<file path="config.mk">
export PLATFORM = sky130hd
export DESIGN_NAME = code39_edge_timing_decoder
export DESIGN_NICKNAME = d
export VERILOG_FILES = /design/src/rtl/c39etd_pkg.sv /design/src/rtl/code39_edge_timing_decoder.sv /design/src/rtl/c39etd_window.sv /design/src/rtl/c39etd_rank.sv /design/src/rtl/c39etd_ctrl.sv
export VERILOG_INCLUDE_DIRS = /design/src /design/src/rtl
export SDC_FILE = /design/constraint.sdc
export NUM_CORES = 1
export LEC_CHECK = 0
export ABC_AREA = 1
export ABC_CLOCK_PERIOD_IN_PS = 7430
export BUFFER_PORTS_ARGS = -buffer_cell sky130_fd_sc_hd__buf_2
export CAP_MARGIN = 15
export CORE_ASPECT_RATIO = 0.7
export CORE_MARGIN = 2
export CORE_UTILIZATION = 35
export CTS_BUF_LIST = sky130_fd_sc_hd__clkbuf_8
export DETAILED_ROUTE_END_ITERATION = 10
export PLACE_DENSITY = 0.46
export SYNTH_ARGS = -nofsm -noshare
export SYNTH_HDL_FRONTEND = slang
export SYNTH_HIERARCHICAL = 1
export SYNTH_SLANG_ARGS = --single-unit
</file>
<file path="constraint.sdc">
create_clock -name clk -period 7.43 [get_ports clk]
set_input_delay 1.486 -clock clk [delete_from_list [all_inputs] [get_ports clk]]
set_output_delay 1.486 -clock clk [all_outputs]
set_load 0.01 [all_outputs]
</file>
<file path="src/rtl/code39_edge_timing_decoder_defines.svh">
// Assertion macros shared by the decoder RTL.
// Each macro expects signals named clk and rst_n in the module that uses it.
`ifndef CODE39_EDGE_TIMING_DECODER_DEFINES_SVH
`define CODE39_EDGE_TIMING_DECODER_DEFINES_SVH

// Same-cycle implication, checked outside reset.
`define C39_ASSERT_SAME(lbl, ante, cons, msg) \
    lbl: assert property (@(posedge clk) disable iff (!rst_n) (ante) |-> (cons)) \
        else $error(msg);

// Next-cycle implication, checked outside reset.
`define C39_ASSERT_NEXT(lbl, ante, cons, msg) \
    lbl: assert property (@(posedge clk) disable iff (!rst_n) (ante) |=> (cons)) \
        else $error(msg);

`endif

</file>
<file path="src/rtl/c39etd_pkg.sv">
`timescale 1ns / 1ps

package c39etd_pkg;

    localparam int EDGE_W    = 32;
    localparam int TIMEOUT_W = 16;
    localparam int CHAR_W    = 7;
    localparam int WIN_LEN   = 10;
    localparam int NUM_ELEM  = 9;
    localparam int IDX_W     = 4;
    localparam int NUM_WIDE  = 3;

    localparam logic [TIMEOUT_W-1:0] TIMEOUT_RESET = 16'd1200;

    localparam logic [IDX_W-1:0] FILL_LAST = IDX_W'(WIN_LEN - 1);
    localparam logic [IDX_W-1:0] FILL_FULL = IDX_W'(WIN_LEN);
    localparam logic [IDX_W-1:0] CNT_LAST  = IDX_W'(NUM_ELEM);

    // Patterns are written with the first element in the leftmost bit.
    localparam logic [NUM_ELEM-1:0] STAR_FWD = 9'b010010100;
    localparam logic [NUM_ELEM-1:0] STAR_REV = 9'b001010010;

    typedef enum logic [1:0] {
        KIND_DATA    = 2'd0,
        KIND_END     = 2'd1,
        KIND_CANCEL  = 2'd2,
        KIND_INVALID = 2'd3
    } kind_t;

    typedef enum logic [1:0] {
        ST_IDLE,
        ST_WIDTH,
        ST_DECIDE,
        ST_EMIT
    } state_t;

    typedef struct packed {
        logic load;
        logic rotate;
    } win_ctl_t;

    typedef struct packed {
        logic             clear;
        logic             insert;
        logic [IDX_W-1:0] idx;
    } rank_ctl_t;

    function automatic logic [NUM_ELEM-1:0] reverse_pattern(input logic [NUM_ELEM-1:0] pat);
        logic [NUM_ELEM-1:0] r;
        for (int i = 0; i < NUM_ELEM; i++)
        begin
            r[i] = pat[NUM_ELEM-1-i];
        end
        return r;
    endfunction

    // Returns {hit, ascii}. A miss returns all zeros.
    function automatic logic [CHAR_W:0] lookup_char(input logic [NUM_ELEM-1:0] pat);
        logic [CHAR_W:0] r;
        case (pat)
            9'b011000100: r = {1'b1, 7'h20};
            9'b100001001: r = {1'b1, 7'h41};
            9'b001001001: r = {1'b1, 7'h42};
            9'b101001000: r = {1'b1, 7'h43};
            9'b000011001: r = {1'b1, 7'h44};
            9'b100011000: r = {1'b1, 7'h45};
            9'b001011000: r = {1'b1, 7'h46};
            9'b000001101: r = {1'b1, 7'h47};
            9'b100001100: r = {1'b1, 7'h48};
            9'b001001100: r = {1'b1, 7'h49};
            9'b000011100: r = {1'b1, 7'h4A};
            9'b100000011: r = {1'b1, 7'h4B};
            9'b001000011: r = {1'b1, 7'h4C};
            9'b101000010: r = {1'b1, 7'h4D};
            9'b000010011: r = {1'b1, 7'h4E};
            9'b100010010: r = {1'b1, 7'h4F};
            9'b001010010: r = {1'b1, 7'h50};
            9'b000000111: r = {1'b1, 7'h51};
            9'b100000110: r = {1'b1, 7'h52};
            9'b001000110: r = {1'b1, 7'h53};
            9'b000010110: r = {1'b1, 7'h54};
            9'b110000001: r = {1'b1, 7'h55};
            9'b011000001: r = {1'b1, 7'h56};
            9'b111000000: r = {1'b1, 7'h57};
            9'b010010001: r = {1'b1, 7'h58};
            9'b110010000: r = {1'b1, 7'h59};
            9'b011010000: r = {1'b1, 7'h5A};
            9'b010000101: r = {1'b1, 7'h2D};
            9'b110000100: r = {1'b1, 7'h2E};
            9'b010101000: r = {1'b1, 7'h24};
            9'b010100010: r = {1'b1, 7'h2F};
            9'b010001010: r = {1'b1, 7'h2B};
            9'b000101010: r = {1'b1, 7'h25};
            9'b000110100: r = {1'b1, 7'h30};
            9'b100100001: r = {1'b1, 7'h31};
            9'b001100001: r = {1'b1, 7'h32};
            9'b101100000: r = {1'b1, 7'h33};
            9'b000110001: r = {1'b1, 7'h34};
            9'b100110000: r = {1'b1, 7'h35};
            9'b001110000: r = {1'b1, 7'h36};
            9'b000100101: r = {1'b1, 7'h37};
            9'b100100100: r = {1'b1, 7'h38};
            9'b001100100: r = {1'b1, 7'h39};
            default:      r = '0;
        endcase
        return r;
    endfunction

endpackage

</file>
<file path="src/rtl/code39_edge_timing_decoder.sv">
`timescale 1ns / 1ps

// Code 39 decoder working on edge timestamps. Each input item is the millisecond
// time of one bar/space transition. The first nine items of a window are taken
// in one cycle each. The item that completes a window of ten starts a walk
// through a single subtract-and-compare unit, which forms the nine element
// widths and checks each against timeout_ms, while a three-slot sorter keeps
// the three widest elements. The pattern is then matched in a decide step and,
// when there is a result, it is loaded into the output register. A completing
// item holds the input until the walk, the decision and any load are done; a
// width over the limit cuts the walk short and goes to loading the cancel. A
// load waits while an earlier result still sits unread in the output register.
// Results are:
// a data character (kind 0), end of string (kind 1), timeout cancel (kind 2) and
// invalid pattern (kind 3); char_code is zero for everything but kind 0. A
// timeout or the closing star returns the scan to its reset state. timeout_ms
// resets to 1200 and may be written any time the block is idle.
module code39_edge_timing_decoder
(
    input  logic                                 clk,
    input  logic                                 rst_n,
    // Input stream. tdata: edge_time[31:0].
    input  logic                                 s_tvalid,
    output logic                                 s_tready,
    input  logic [c39etd_pkg::EDGE_W-1:0]        s_tdata,
    // Result stream. tdata: char_code[6:0], zero pad[7]. tuser: result_kind[1:0].
    output logic                                 m_tvalid,
    input  logic                                 m_tready,
    output logic [7:0]                           m_tdata,
    output logic [1:0]                           m_tuser,
    // Timeout register write port.
    input  logic                                 cfg_wr_en,
    input  logic [c39etd_pkg::TIMEOUT_W-1:0]     cfg_wr_data
);

    logic [c39etd_pkg::TIMEOUT_W-1:0] timeout_ms_reg, timeout_ms_next;
    c39etd_pkg::win_ctl_t  win_ctl;
    c39etd_pkg::rank_ctl_t rank_ctl;
    logic [c39etd_pkg::EDGE_W-1:0]   width;
    logic                            over;
    logic [c39etd_pkg::NUM_ELEM-1:0] pattern;
    logic [c39etd_pkg::CHAR_W-1:0]   m_char;
    c39etd_pkg::kind_t               m_kind;

    // The timeout register keeps its value across scan cancels.
    assign timeout_ms_next = cfg_wr_en ? cfg_wr_data : timeout_ms_reg;

    always_ff @(posedge clk or negedge rst_n)
    begin
        if (!rst_n)
        begin
            timeout_ms_reg <= c39etd_pkg::TIMEOUT_RESET;
        end
        else
        begin
            timeout_ms_reg <= timeout_ms_next;
        end
    end

    // Edge line and the shared width unit.
    c39etd_window u_window
    (
        .clk        (clk),
        .win_ctl    (win_ctl),
        .edge_time  (s_tdata),
        .timeout_ms (timeout_ms_reg),
        .width      (width),
        .over       (over)
    );

    // Picks the three wide elements as widths stream out of the unit.
    c39etd_rank u_rank
    (
        .clk      (clk),
        .rst_n    (rst_n),
        .rank_ctl (rank_ctl),
        .width    (width),
        .pattern  (pattern)
    );

    // Sequencer, scan state and output register.
    c39etd_ctrl u_ctrl
    (
        .clk      (clk),
        .rst_n    (rst_n),
        .s_tvalid (s_tvalid),
        .s_tready (s_tready),
        .pattern  (pattern),
        .over     (over),
        .win_ctl  (win_ctl),
        .rank_ctl (rank_ctl),
        .m_tvalid (m_tvalid),
        .m_tready (m_tready),
        .m_char   (m_char),
        .m_kind   (m_kind)
    );

    assign m_tdata = {1'b0, m_char};
    assign m_tuser = m_kind;

endmodule

</file>
<file path="src/rtl/c39etd_window.sv">
`timescale 1ns / 1ps

// Ten-tap edge line with the shared subtract and timeout compare unit.
// Rotating the line walks every neighboring pair past taps 0 and 1.
module c39etd_window
(
    input  logic                                 clk,
    input  c39etd_pkg::win_ctl_t                 win_ctl,
    input  logic [c39etd_pkg::EDGE_W-1:0]        edge_time,
    input  logic [c39etd_pkg::TIMEOUT_W-1:0]     timeout_ms,
    output logic [c39etd_pkg::EDGE_W-1:0]        width,
    output logic                                 over
);

    logic [c39etd_pkg::EDGE_W-1:0] taps_reg  [c39etd_pkg::WIN_LEN];
    logic [c39etd_pkg::EDGE_W-1:0] taps_next [c39etd_pkg::WIN_LEN];

    always_comb
    begin
        for (int k = 0; k < c39etd_pkg::WIN_LEN; k++)
        begin
            taps_next[k] = taps_reg[k];
        end
        if (win_ctl.load)
        begin
            for (int k = 0; k < c39etd_pkg::WIN_LEN - 1; k++)
            begin
                taps_next[k] = taps_reg[k+1];
            end
            taps_next[c39etd_pkg::WIN_LEN-1] = edge_time;
        end
        else if (win_ctl.rotate)
        begin
            for (int k = 0; k < c39etd_pkg::WIN_LEN - 1; k++)
            begin
                taps_next[k] = taps_reg[k+1];
            end
            taps_next[c39etd_pkg::WIN_LEN-1] = taps_reg[0];
        end
    end

    always_ff @(posedge clk)
    begin
        taps_reg <= taps_next;
    end

    // Widths wrap modulo 2^32, as the timestamps do.
    assign width = taps_reg[1] - taps_reg[0];
    assign over  = width > c39etd_pkg::EDGE_W'(timeout_ms);

endmodule

</file>
<file path="src/rtl/c39etd_rank.sv">
`timescale 1ns / 1ps

// Keeps the three widest elements seen so far, ordered by width, then by index.
// A newcomer passes a held element only when strictly wider.
module c39etd_rank
(
    input  logic                                 clk,
    input  logic                                 rst_n,
    input  c39etd_pkg::rank_ctl_t                rank_ctl,
    input  logic [c39etd_pkg::EDGE_W-1:0]        width,
    output logic [c39etd_pkg::NUM_ELEM-1:0]      pattern
);

    logic [c39etd_pkg::EDGE_W-1:0] val_reg  [c39etd_pkg::NUM_WIDE];
    logic [c39etd_pkg::EDGE_W-1:0] val_next [c39etd_pkg::NUM_WIDE];
    logic [c39etd_pkg::IDX_W-1:0]  idx_reg  [c39etd_pkg::NUM_WIDE];
    logic [c39etd_pkg::IDX_W-1:0]  idx_next [c39etd_pkg::NUM_WIDE];
    logic [c39etd_pkg::NUM_WIDE-1:0] vld_reg;
    logic [c39etd_pkg::NUM_WIDE-1:0] vld_next;
    logic [c39etd_pkg::NUM_WIDE-1:0] beats;

    always_comb
    begin
        for (int s = 0; s < c39etd_pkg::NUM_WIDE; s++)
        begin
            beats[s] = !vld_reg[s] || (width > val_reg[s]);
        end
    end

    always_comb
    begin
        val_next = val_reg;
        idx_next = idx_reg;
        vld_next = vld_reg;
        if (rank_ctl.clear)
        begin
            vld_next = '0;
        end
        else if (rank_ctl.insert)
        begin
            if (beats[0])
            begin
                val_next[2] = val_reg[1];
                idx_next[2] = idx_reg[1];
                val_next[1] = val_reg[0];
                idx_next[1] = idx_reg[0];
                val_next[0] = width;
                idx_next[0] = rank_ctl.idx;
                vld_next    = {vld_reg[1], vld_reg[0], 1'b1};
            end
            else if (beats[1])
            begin
                val_next[2] = val_reg[1];
                idx_next[2] = idx_reg[1];
                val_next[1] = width;
                idx_next[1] = rank_ctl.idx;
                vld_next    = {vld_reg[1], 1'b1, vld_reg[0]};
            end
            else if (beats[2])
            begin
                val_next[2] = width;
                idx_next[2] = rank_ctl.idx;
                vld_next[2] = 1'b1;
            end
        end
    end

    always_ff @(posedge clk or negedge rst_n)
    begin
        if (!rst_n)
        begin
            vld_reg <= '0;
        end
        else
        begin
            vld_reg <= vld_next;
        end
    end

    always_ff @(posedge clk)
    begin
        val_reg <= val_next;
        idx_reg <= idx_next;
    end

    // First element lands in the leftmost pattern bit.
    always_comb
    begin
        for (int i = 0; i < c39etd_pkg::NUM_ELEM; i++)
        begin
            pattern[c39etd_pkg::NUM_ELEM-1-i] = 1'b0;
            for (int s = 0; s < c39etd_pkg::NUM_WIDE; s++)
            begin
                if (vld_reg[s] && idx_reg[s] == c39etd_pkg::IDX_W'(i))
                begin
                    pattern[c39etd_pkg::NUM_ELEM-1-i] = 1'b1;
                end
            end
        end
    end

endmodule

</file>
<file path="src/rtl/c39etd_ctrl.sv">
`timescale 1ns / 1ps
`include "code39_edge_timing_decoder_defines.svh"

// Sequencer: window fill, the width walk, symbol decision and the output register.
module c39etd_ctrl
(
    input  logic                                 clk,
    input  logic                                 rst_n,
    input  logic                                 s_tvalid,
    output logic                                 s_tready,
    input  logic [c39etd_pkg::NUM_ELEM-1:0]      pattern,
    input  logic                                 over,
    output c39etd_pkg::win_ctl_t                 win_ctl,
    output c39etd_pkg::rank_ctl_t                rank_ctl,
    output logic                                 m_tvalid,
    input  logic                                 m_tready,
    output logic [c39etd_pkg::CHAR_W-1:0]        m_char,
    output c39etd_pkg::kind_t                    m_kind
);

    c39etd_pkg::state_t state_reg, state_next;
    logic [c39etd_pkg::IDX_W-1:0] fill_reg, fill_next;
    logic [c39etd_pkg::IDX_W-1:0] cnt_reg, cnt_next;
    logic synced_reg, synced_next;
    logic reversed_reg, reversed_next;
    logic stars_seen_reg, stars_seen_next;
    logic last_star_reg, last_star_next;
    logic m_tvalid_reg, m_tvalid_next;
    logic [c39etd_pkg::CHAR_W-1:0] m_char_reg, m_char_next;
    c39etd_pkg::kind_t m_kind_reg, m_kind_next;
    logic [c39etd_pkg::CHAR_W-1:0] res_char_reg, res_char_next;
    c39etd_pkg::kind_t res_kind_reg, res_kind_next;

    logic in_acc;
    logic out_free;
    logic is_star;
    logic decide_emit;
    logic [c39etd_pkg::NUM_ELEM-1:0] lookup_pat;
    logic [c39etd_pkg::CHAR_W:0] lut;

    assign s_tready = (state_reg == c39etd_pkg::ST_IDLE);
    assign in_acc   = s_tvalid && s_tready;
    assign out_free = !m_tvalid_reg || m_tready;

    assign is_star     = pattern inside {c39etd_pkg::STAR_FWD, c39etd_pkg::STAR_REV};
    assign decide_emit = is_star ? (!last_star_reg && stars_seen_reg) : synced_reg;
    assign lookup_pat  = reversed_reg ? c39etd_pkg::reverse_pattern(pattern) : pattern;
    assign lut         = c39etd_pkg::lookup_char(lookup_pat);

    always_comb
    begin : next_state
        state_next = state_reg;
        case (state_reg)
            c39etd_pkg::ST_IDLE:
            begin
                if (in_acc && fill_reg == c39etd_pkg::FILL_LAST)
                begin
                    state_next = c39etd_pkg::ST_WIDTH;
                end
            end
            c39etd_pkg::ST_WIDTH:
            begin
                if (cnt_reg == c39etd_pkg::CNT_LAST)
                begin
                    state_next = c39etd_pkg::ST_DECIDE;
                end
                else if (over)
                begin
                    state_next = c39etd_pkg::ST_EMIT;
                end
            end
            c39etd_pkg::ST_DECIDE:
            begin
                state_next = decide_emit ? c39etd_pkg::ST_EMIT : c39etd_pkg::ST_IDLE;
            end
            c39etd_pkg::ST_EMIT:
            begin
                if (out_free)
                begin
                    state_next = c39etd_pkg::ST_IDLE;
                end
            end
            default:
            begin
                state_next = c39etd_pkg::ST_IDLE;
            end
        endcase
    end

    always_comb
    begin : outputs
        win_ctl         = '0;
        rank_ctl        = '0;
        rank_ctl.idx    = cnt_reg;
        fill_next       = fill_reg;
        cnt_next        = cnt_reg;
        synced_next     = synced_reg;
        reversed_next   = reversed_reg;
        stars_seen_next = stars_seen_reg;
        last_star_next  = last_star_reg;
        res_char_next   = res_char_reg;
        res_kind_next   = res_kind_reg;
        m_char_next     = m_char_reg;
        m_kind_next     = m_kind_reg;
        m_tvalid_next   = m_tvalid_reg && !m_tready;
        case (state_reg)
            c39etd_pkg::ST_IDLE:
            begin
                if (in_acc)
                begin
                    win_ctl.load = 1'b1;
                    fill_next    = fill_reg + c39etd_pkg::IDX_W'(1);
                    if (fill_reg == c39etd_pkg::FILL_LAST)
                    begin
                        rank_ctl.clear = 1'b1;
                        cnt_next       = '0;
                    end
                end
            end
            c39etd_pkg::ST_WIDTH:
            begin
                // The tenth rotation only brings the line back to its order.
                win_ctl.rotate = 1'b1;
                cnt_next       = cnt_reg + c39etd_pkg::IDX_W'(1);
                if (cnt_reg != c39etd_pkg::CNT_LAST)
                begin
                    rank_ctl.insert = 1'b1;
                    if (over)
                    begin
                        fill_next       = '0;
                        synced_next     = 1'b0;
                        reversed_next   = 1'b0;
                        stars_seen_next = 1'b0;
                        last_star_next  = 1'b0;
                        res_char_next   = '0;
                        res_kind_next   = c39etd_pkg::KIND_CANCEL;
                    end
                end
            end
            c39etd_pkg::ST_DECIDE:
            begin
                if (is_star)
                begin
                    fill_next   = '0;
                    synced_next = 1'b1;
                    if (pattern == c39etd_pkg::STAR_REV)
                    begin
                        reversed_next = 1'b1;
                    end
                    if (!last_star_reg)
                    begin
                        if (stars_seen_reg)
                        begin
                            // Closing star ends the string and clears the scan.
                            synced_next     = 1'b0;
                            reversed_next   = 1'b0;
                            stars_seen_next = 1'b0;
                            last_star_next  = 1'b0;
                            res_char_next   = '0;
                            res_kind_next   = c39etd_pkg::KIND_END;
                        end
                        else
                        begin
                            stars_seen_next = 1'b1;
                            last_star_next  = 1'b1;
                        end
                    end
                end
                else if (!synced_reg)
                begin
                    // Slide: the oldest edge drops out on the next load.
                    fill_next = c39etd_pkg::FILL_LAST;
                end
                else
                begin
                    fill_next      = '0;
                    last_star_next = 1'b0;
                    if (lut[c39etd_pkg::CHAR_W])
                    begin
                        res_char_next = lut[c39etd_pkg::CHAR_W-1:0];
                        res_kind_next = c39etd_pkg::KIND_DATA;
                    end
                    else
                    begin
                        res_char_next = '0;
                        res_kind_next = c39etd_pkg::KIND_INVALID;
                    end
                end
            end
            c39etd_pkg::ST_EMIT:
            begin
                if (out_free)
                begin
                    m_tvalid_next = 1'b1;
                    m_char_next   = res_char_reg;
                    m_kind_next   = res_kind_reg;
                end
            end
            default:
            begin
                fill_next = '0;
            end
        endcase
    end

    always_ff @(posedge clk or negedge rst_n)
    begin
        if (!rst_n)
        begin
            state_reg      <= c39etd_pkg::ST_IDLE;
            fill_reg       <= '0;
            cnt_reg        <= '0;
            synced_reg     <= 1'b0;
            reversed_reg   <= 1'b0;
            stars_seen_reg <= 1'b0;
            last_star_reg  <= 1'b0;
            m_tvalid_reg   <= 1'b0;
        end
        else
        begin
            state_reg      <= state_next;
            fill_reg       <= fill_next;
            cnt_reg        <= cnt_next;
            synced_reg     <= synced_next;
            reversed_reg   <= reversed_next;
            stars_seen_reg <= stars_seen_next;
            last_star_reg  <= last_star_next;
            m_tvalid_reg   <= m_tvalid_next;
        end
    end

    always_ff @(posedge clk)
    begin
        m_char_reg   <= m_char_next;
        m_kind_reg   <= m_kind_next;
        res_char_reg <= res_char_next;
        res_kind_reg <= res_kind_next;
    end

    assign m_tvalid = m_tvalid_reg;
    assign m_char   = m_char_reg;
    assign m_kind   = m_kind_reg;

    `C39_ASSERT_SAME(a_full_at_decide, state_reg == c39etd_pkg::ST_DECIDE, fill_reg == c39etd_pkg::FILL_FULL, "decision taken on a window that is not full")
    `C39_ASSERT_NEXT(a_tenth_edge_walks, in_acc && fill_reg == c39etd_pkg::FILL_LAST, state_reg == c39etd_pkg::ST_WIDTH && cnt_reg == '0, "tenth edge did not start the width walk")
    `C39_ASSERT_NEXT(a_emit_loads, state_reg == c39etd_pkg::ST_EMIT && out_free, m_tvalid_reg && state_reg == c39etd_pkg::ST_IDLE, "pending result was not loaded")
    `C39_ASSERT_SAME(a_star_implies_sync, stars_seen_reg || last_star_reg || reversed_reg, synced_reg, "star state set without sync")

endmodule
</file>
==> results.json, run 1 <==
{
  "outcome": "completed",
  "syn_inst": 2265,
  "die_h_um": 222.2,
  "synth_top_area_share_pct": 56.28,
  "routed_via_density": 4.636,
  "drive_gt1_share_pct": 14.09,
  "synth_area_leaders": "edfxtp_1 56%, nand2_1 9.4%, ha_1 7.9%",
  "antenna_found_initial": 1,
  "clk_pin_slew_worst_paths_ns": 0.06,
  "cp.arrival_ns": 5.31,
  "cts.repair.resized": 0,
  "syn_area_per_cell_um2": 10.51,
  "track_usage_pct": 16.16,
  "areaGrowthSynthToFinish_pct": 11.84,
  "cts_made_buffers": 80,
  "synth.most_common_cell": "nand2_1",
  "cts_buffer_depth": 3,
  "num_rows": 79,
  "clock_sinks": 480,
  "drc": 0,
  "grt_max_degree": 148,
  "postCtsHoldBufs": 0,
  "ant_nets": 0,
  "crit_path_end_kind": "flip-flop",
  "hold_viol": 0,
  "grt_pass1_wl_um": 87170,
  "nNetsFinal": 2599,
  "grt.overflow.total": 0,
  "dieArea_um2": 70120,
  "grt_pass1_vias": 15270,
  "relSlewSlack_pct": 34.34,
  "design.core.area_um2": 66820,
  "drt_iter0_drc": 1334,
  "diodes": 0,
  "vias": 15510,
  "fin_crit_ns": 5.014,
  "ys_seq_area_share_pct": 59.88,
  "cts_tree": "done",
  "cts_root_buf": "clkbuf_8",
  "yosys_most_used_dff": "edfxtp_1",
  "routed_wl_um": 55450,
  "cts_max_level": 3,
  "die_w_um": 315.6,
  "pin_count": 65,
  "synth_area_um2": 23800,
  "dr.pass1.iters": 5,
  "finalWeightedCongestion": 0.8779,
  "cts_setup_buffers": 0,
  "seq_area_um2": 14250,
  "period_share_pct": 67.48,
  "rsz0062_at_grt": "no",
  "drv_slew": 0,
  "setup_tns_ns": 0,
  "port_buffers": 63,
  "max_cap_violations": 0,
  "initial_utilization_pct": 35.61,
  "clock_latency_ns": 0.67,
  "largest_reg_flops": 320,
  "required_ns": 7.73,
  "yosysTopAreaCell": "edfxtp_1",
  "setup_viol": 0,
  "async_flop_share_pct": 7.083,
  "wl_per_cell_um": 16.57,
  "ys_ff_latch": 480,
  "start_kind": "flip-flop",
  "nFillCells": 6646,
  "worst_pin_slew_ns": 0.9849,
  "clock_skew_ns": 0.02522,
  "dp_hpwl_um": 39560,
  "multiInputGateArea_um2": 7873,
  "cp_max_fo": 24,
  "min_path_type": "flip-flop to flip-flop",
  "synth_edf_count": 446,
  "crit_type": "flip-flop to flip-flop",
  "fmax_mhz": 199.5,
  "synth_common_cells": "599 x nand2_1, 446 x edfxtp_1, 364 x inv_1",
  "synth.distinct_cells": 53,
  "syn_nets": 2470,
  "yosysWarnings": 6
}
cell families (layout without fill, tap and decap cells):
logic type	after synthesis	after routing	synth area share (%)
flip-flops	480	480	59.88
AND/OR/NAND/NOR	967	967	17.85
AO/OA/AOI/OAI	245	245	6.326
XOR/XNOR	19	19	0.7309
adder cells (fa/ha/maj)	152	152	8.024
buffers and inverters	401	591	7.172
other	1	1	0.01576
final cells by class:
cell class | instances | share of cell area (%)
Sequential cell | 480 | 53.54
Multi-Input combinational cell | 1384 | 29.58
Inverter | 369 | 5.252
Clock buffer | 81 | 4.189
Tap cell | 891 | 4.189
Timing Repair Buffer | 79 | 1.683
Clock inverter | 62 | 1.566
per-stage QoR:
step / setup slack, ns / instances / instance area (um2) / util, % / hold slack [ns]
6_report: 2.416 / 3346 / 26610 / 39.83 / 0.4075
5_1_grt: 2.020 / 3346 / 26610 / 39.83 / 0.4046
4_1_cts: 2.421 / 3345 / 26610 / 39.82 / 0.4049
3_5_place_dp: 2.438 / 3202 / 25070 / 37.53 / 0.4045
3_3_place_gp: 2.488 / 3202 / 25070 / 37.53 / 0.4005
2_1_floorplan: 1.154 / 2265 / 23800 / - / 0.4003
routing by layer:
| layer | wire length (um) | track usage [%] | up-vias |
|---|---|---|---|
| li1 | - | - | 7807 |
| met1 | 30120 | 25.88 | 7286 |
| met2 | 20720 | 20.70 | 357 |
| met3 | 3646 | 4.433 | 62 |
| met4 | 965 | 4.510 | 0 |
| met5 | 0 | 0 | - |
worst paths after layout:
| check | cells after the start | slack [ns] | endpoint | startpoint |
|---|---|---|---|---|
| worst max register to register | 23 | 2.42 | u_rank/val_reg[61] | u_window/taps_reg[274] |
| max in group asynchronous | 1 | 5.98 | u_ctrl/synced_reg | rst_n |
| worst min register to register | 0 | 0.41 | u_window/taps_reg[129] | u_window/taps_reg[97] |
| min in group asynchronous | 1 | 0.91 | timeout_ms_reg[6] | rst_n |
| worst max-delay path | 23 | 2.42 | u_rank/val_reg[61] | u_window/taps_reg[274] |
| worst min-delay path | 0 | 0.41 | u_window/taps_reg[129] | u_window/taps_reg[97] |
cells in the final DEF, fill, tap and decap left out, types with 42 or more instances in the layout:
cell type and n:
nand2_1 599, o21ai_2 57, nand3_1 85, edfxtp_1 446
ha_1 151, clkbuf_8 81, nor2_1 123, nand2_2 42
buf_2 63, inv_1 394, o21ai_0 53, a21oi_1 85
worst max-delay path, stage by stage, from the launching register on:
cell and delay [ns]:
edfxtp_1 0.40, ha_1 0.39, nand2_1 0.20, inv_1 0.06, nand2_1 0.06, nand2_1 0.06
a21oi_1 0.32, nand3_1 0.29, nand2_1 0.16, nand3_1 0.07, nand2_1 0.08, nand2_2 0.12
ha_1 0.33, nand2_1 0.07, nor2_1 0.15, nand2_1 0.17, nor2_1 0.30, nand2_1 0.09
nand2_1 0.06, nand2_1 0.05, nand2_1 0.07, inv_1 0.12, a21oi_4 0.51, buf_4 0.49
Power of run 1 is not shown: default switching activity piles up to over one toggle a cycle in this logic, so the estimate is an artifact.
==> inputs of run 2 (changes only) <==
--- a/config.mk
+++ b/config.mk
@@ -7,7 +7,7 @@
 export NUM_CORES = 1
 export LEC_CHECK = 0
 export ABC_AREA = 1
-export ABC_CLOCK_PERIOD_IN_PS = 7430
+export ABC_CLOCK_PERIOD_IN_PS = 4300
 export BUFFER_PORTS_ARGS = -buffer_cell sky130_fd_sc_hd__buf_2
 export CAP_MARGIN = 15
 export CORE_ASPECT_RATIO = 0.7
@@ -15,7 +15,7 @@
 export CORE_UTILIZATION = 35
 export CTS_BUF_LIST = sky130_fd_sc_hd__clkbuf_8
 export DETAILED_ROUTE_END_ITERATION = 10
-export PLACE_DENSITY = 0.46
+export PLACE_DENSITY = 0.48
 export SYNTH_ARGS = -nofsm -noshare
 export SYNTH_HDL_FRONTEND = slang
 export SYNTH_HIERARCHICAL = 1
==> constraint.sdc (replaced) <==
create_clock -name clk -period 4.3 [get_ports clk]
set_input_delay 0.86 -clock clk [delete_from_list [all_inputs] [get_ports clk]]
set_output_delay 0.86 -clock clk [all_outputs]
set_load 0.01 [all_outputs]
==> results.json, run 2 (synthesized netlist as in run 1, its figures left out) <==
{
  "crit_path_end_kind": "flip-flop",
  "design_area_um2": 27910,
  "cp.arrival_ns": 4.53,
  "pin_count": 65,
  "grt_pass1_vias": 15270,
  "clock_sinks": 480,
  "cpPeakStageDelay_ns": 0.44,
  "grt_max_degree": 89,
  "place_ws_ns": -0.2986,
  "relSlewSlack_pct": 42.27,
  "dr.pass1.iters": 5,
  "timing.final.ws_setup_ns": 0.1416,
  "cts_tree": "done",
  "cp_cell_sequence": "ha_4 > nand2_1 > nor2_1 > nand3_1 > nand3_2 > nand2_2 > nand2_2 > buf_4 > nand3_1 > nand3_1 > nand2_2 > ha_1 > nand2_2 > nor2_4 > nand2_4 > nor4_4 > nand2_1 > nand2_1 > nand2_2 > nand2_4 > inv_6 > a21oi_4 > buf_6 > clkbuf_16",
  "met3_length_um": 3106,
  "routed.top_layer": "met4",
  "hold_viol": 0,
  "design.core.area_um2": 66820,
  "initial_utilization_pct": 35.61,
  "cts_max_level": 3,
  "cp_top_family": "simple AND/OR/NAND/NOR gates",
  "setup_viol": 0,
  "wl_met1_um": 31410,
  "crit_top_cell": "nand2_2",
  "critical_path_buf_inv_count": 4,
  "drv_slew": 0,
  "dp_hpwl_um": 39700,
  "dpl_cell_area_um2": 25430,
  "die_w_um": 315.6,
  "min_path_type": "primary input to async pin",
  "required_ns": 4.67,
  "clock_skew_ns": 0.04183,
  "routed_via_density": 4.669,
  "cts_made_buffers": 77,
  "ant_nets": 0,
  "num_rows": 79,
  "drt_iter0_drc": 1276,
  "routed_wl_um": 56600,
  "clk_pin_slew_worst_paths_ns": 0.06,
  "crit_type": "flip-flop to flip-flop",
  "port_buffers": 63,
  "largest_reg_flops": 320,
  "fmax_mhz": 240.5,
  "cts_buffer_depth": 3,
  "cp_max_fo": 6,
  "cp_slowest_cell": "edfxtp_1",
  "final_common_cell": "nand2_1",
  "cts_root_buf": "clkbuf_8",
  "grt.overflow.total": 0,
  "postCtsHoldBufs": 0,
  "diodes": 0,
  "fin_util_pct": 41.78,
  "areaGrowthSynthToFinish_pct": 17.31,
  "track_usage_pct": 15.99,
  "grt_pass1_wl_um": 86710,
  "fin_crit_ns": 4.158,
  "clock_latency_ns": 0.67,
  "finalWeightedCongestion": 0.8787,
  "outcome": "completed",
  "max_cap_violations": 0,
  "start_kind": "flip-flop",
  "dieArea_um2": 70120,
  "period_share_pct": 96.71,
  "die_h_um": 222.2,
  "worst_pin_slew_ns": 0.8659,
  "drive_gt1_share_pct": 20.53,
  "wl_per_cell_um": 16.65,
  "vias": 15870,
  "layout_common_cells": "566 x nand2_1, 446 x edfxtp_1, 373 x inv_1",
  "nNetsFinal": 2654,
  "wl_met2_um": 21180,
  "drc": 0,
  "antenna_found_initial": 0
}
[run 2: cell count changes in the layout (fill, tap and decap cells not counted), moves of 13 or more]
cell     delta
ha_1       -20
nand2_2    +18
nor2_1     -13
nand2_4    +14
nand2_1    -33
inv_1      -21
buf_4      +39
[run 2: area by class of cell]
class                           instances  area (um2)
Timing Repair Buffer                  137        1096
Clock buffer                           84        1156
Tap cell                              891        1115
Fill cell                            6515       38900
Sequential cell                       480       14250
Clock inverter                         54       374.1
Multi-Input combinational cell       1384        8522
Inverter                              369        1403
[run 2: stage by stage]
step / hold WS, ns / setup TNS (ns) / instances
floorplan: 0.4003 / 0 / 2265
global placement: 0.4005 / -4.995 / 3236
CTS: 0.2808 / 0 / 3374
finish: 0.3069 / 0 / 3399
global route: 0.3349 / -2.943 / 3399
detailed placement: 0.4045 / -4.639 / 3236
[run 2: worst register-to-register path: stages (launching register included)]
cell and delay [ns]:
edfxtp_1 0.44, ha_4 0.32, nand2_1 0.08, nor2_1 0.15
nand3_1 0.11, nand3_2 0.12, nand2_2 0.05, nand2_2 0.09
buf_4 0.14, nand3_1 0.13, nand3_1 0.12, nand2_2 0.12
ha_1 0.34, nand2_2 0.08, nor2_4 0.14, nand2_4 0.09
nor4_4 0.40, nand2_1 0.09, nand2_1 0.09, nand2_2 0.06
nand2_4 0.10, inv_6 0.07, a21oi_4 0.17, buf_6 0.18
clkbuf_16 0.18
[run 2: routing by layer]
metal / track usage (%) / vias up
met4: 4.235 / 0
met2: 20.57 / 360
met5: 0 / -
met1: 26.25 / 7524
li1: - / 7920
met3: 3.432 / 67
[run 2: worst paths after layout]
check	end	slack [ns]	start	cells after the start
setup / recovery	u_rank/val_reg[42]	0.14	u_window/taps_reg[261]	24
hold / removal	timeout_ms_reg[14]	0.31	rst_n	1
setup reg to reg	u_rank/val_reg[42]	0.14	u_window/taps_reg[261]	24
hold reg to reg	u_window/taps_reg[174]	0.39	u_window/taps_reg[142]	0
max in group asynchronous	u_ctrl/synced_reg	3.42	rst_n	1
min in group clk	u_window/taps_reg[174]	0.39	u_window/taps_reg[142]	0
[run 2: repair_timing]
action	4_1_cts	5_1_grt
pin swaps	0	28
setup buffers	0	19
cloned	0	6
gates resized for setup	12	147
endpoints found under the setup margin	43	201
Power of run 2 is left out for the same reason.
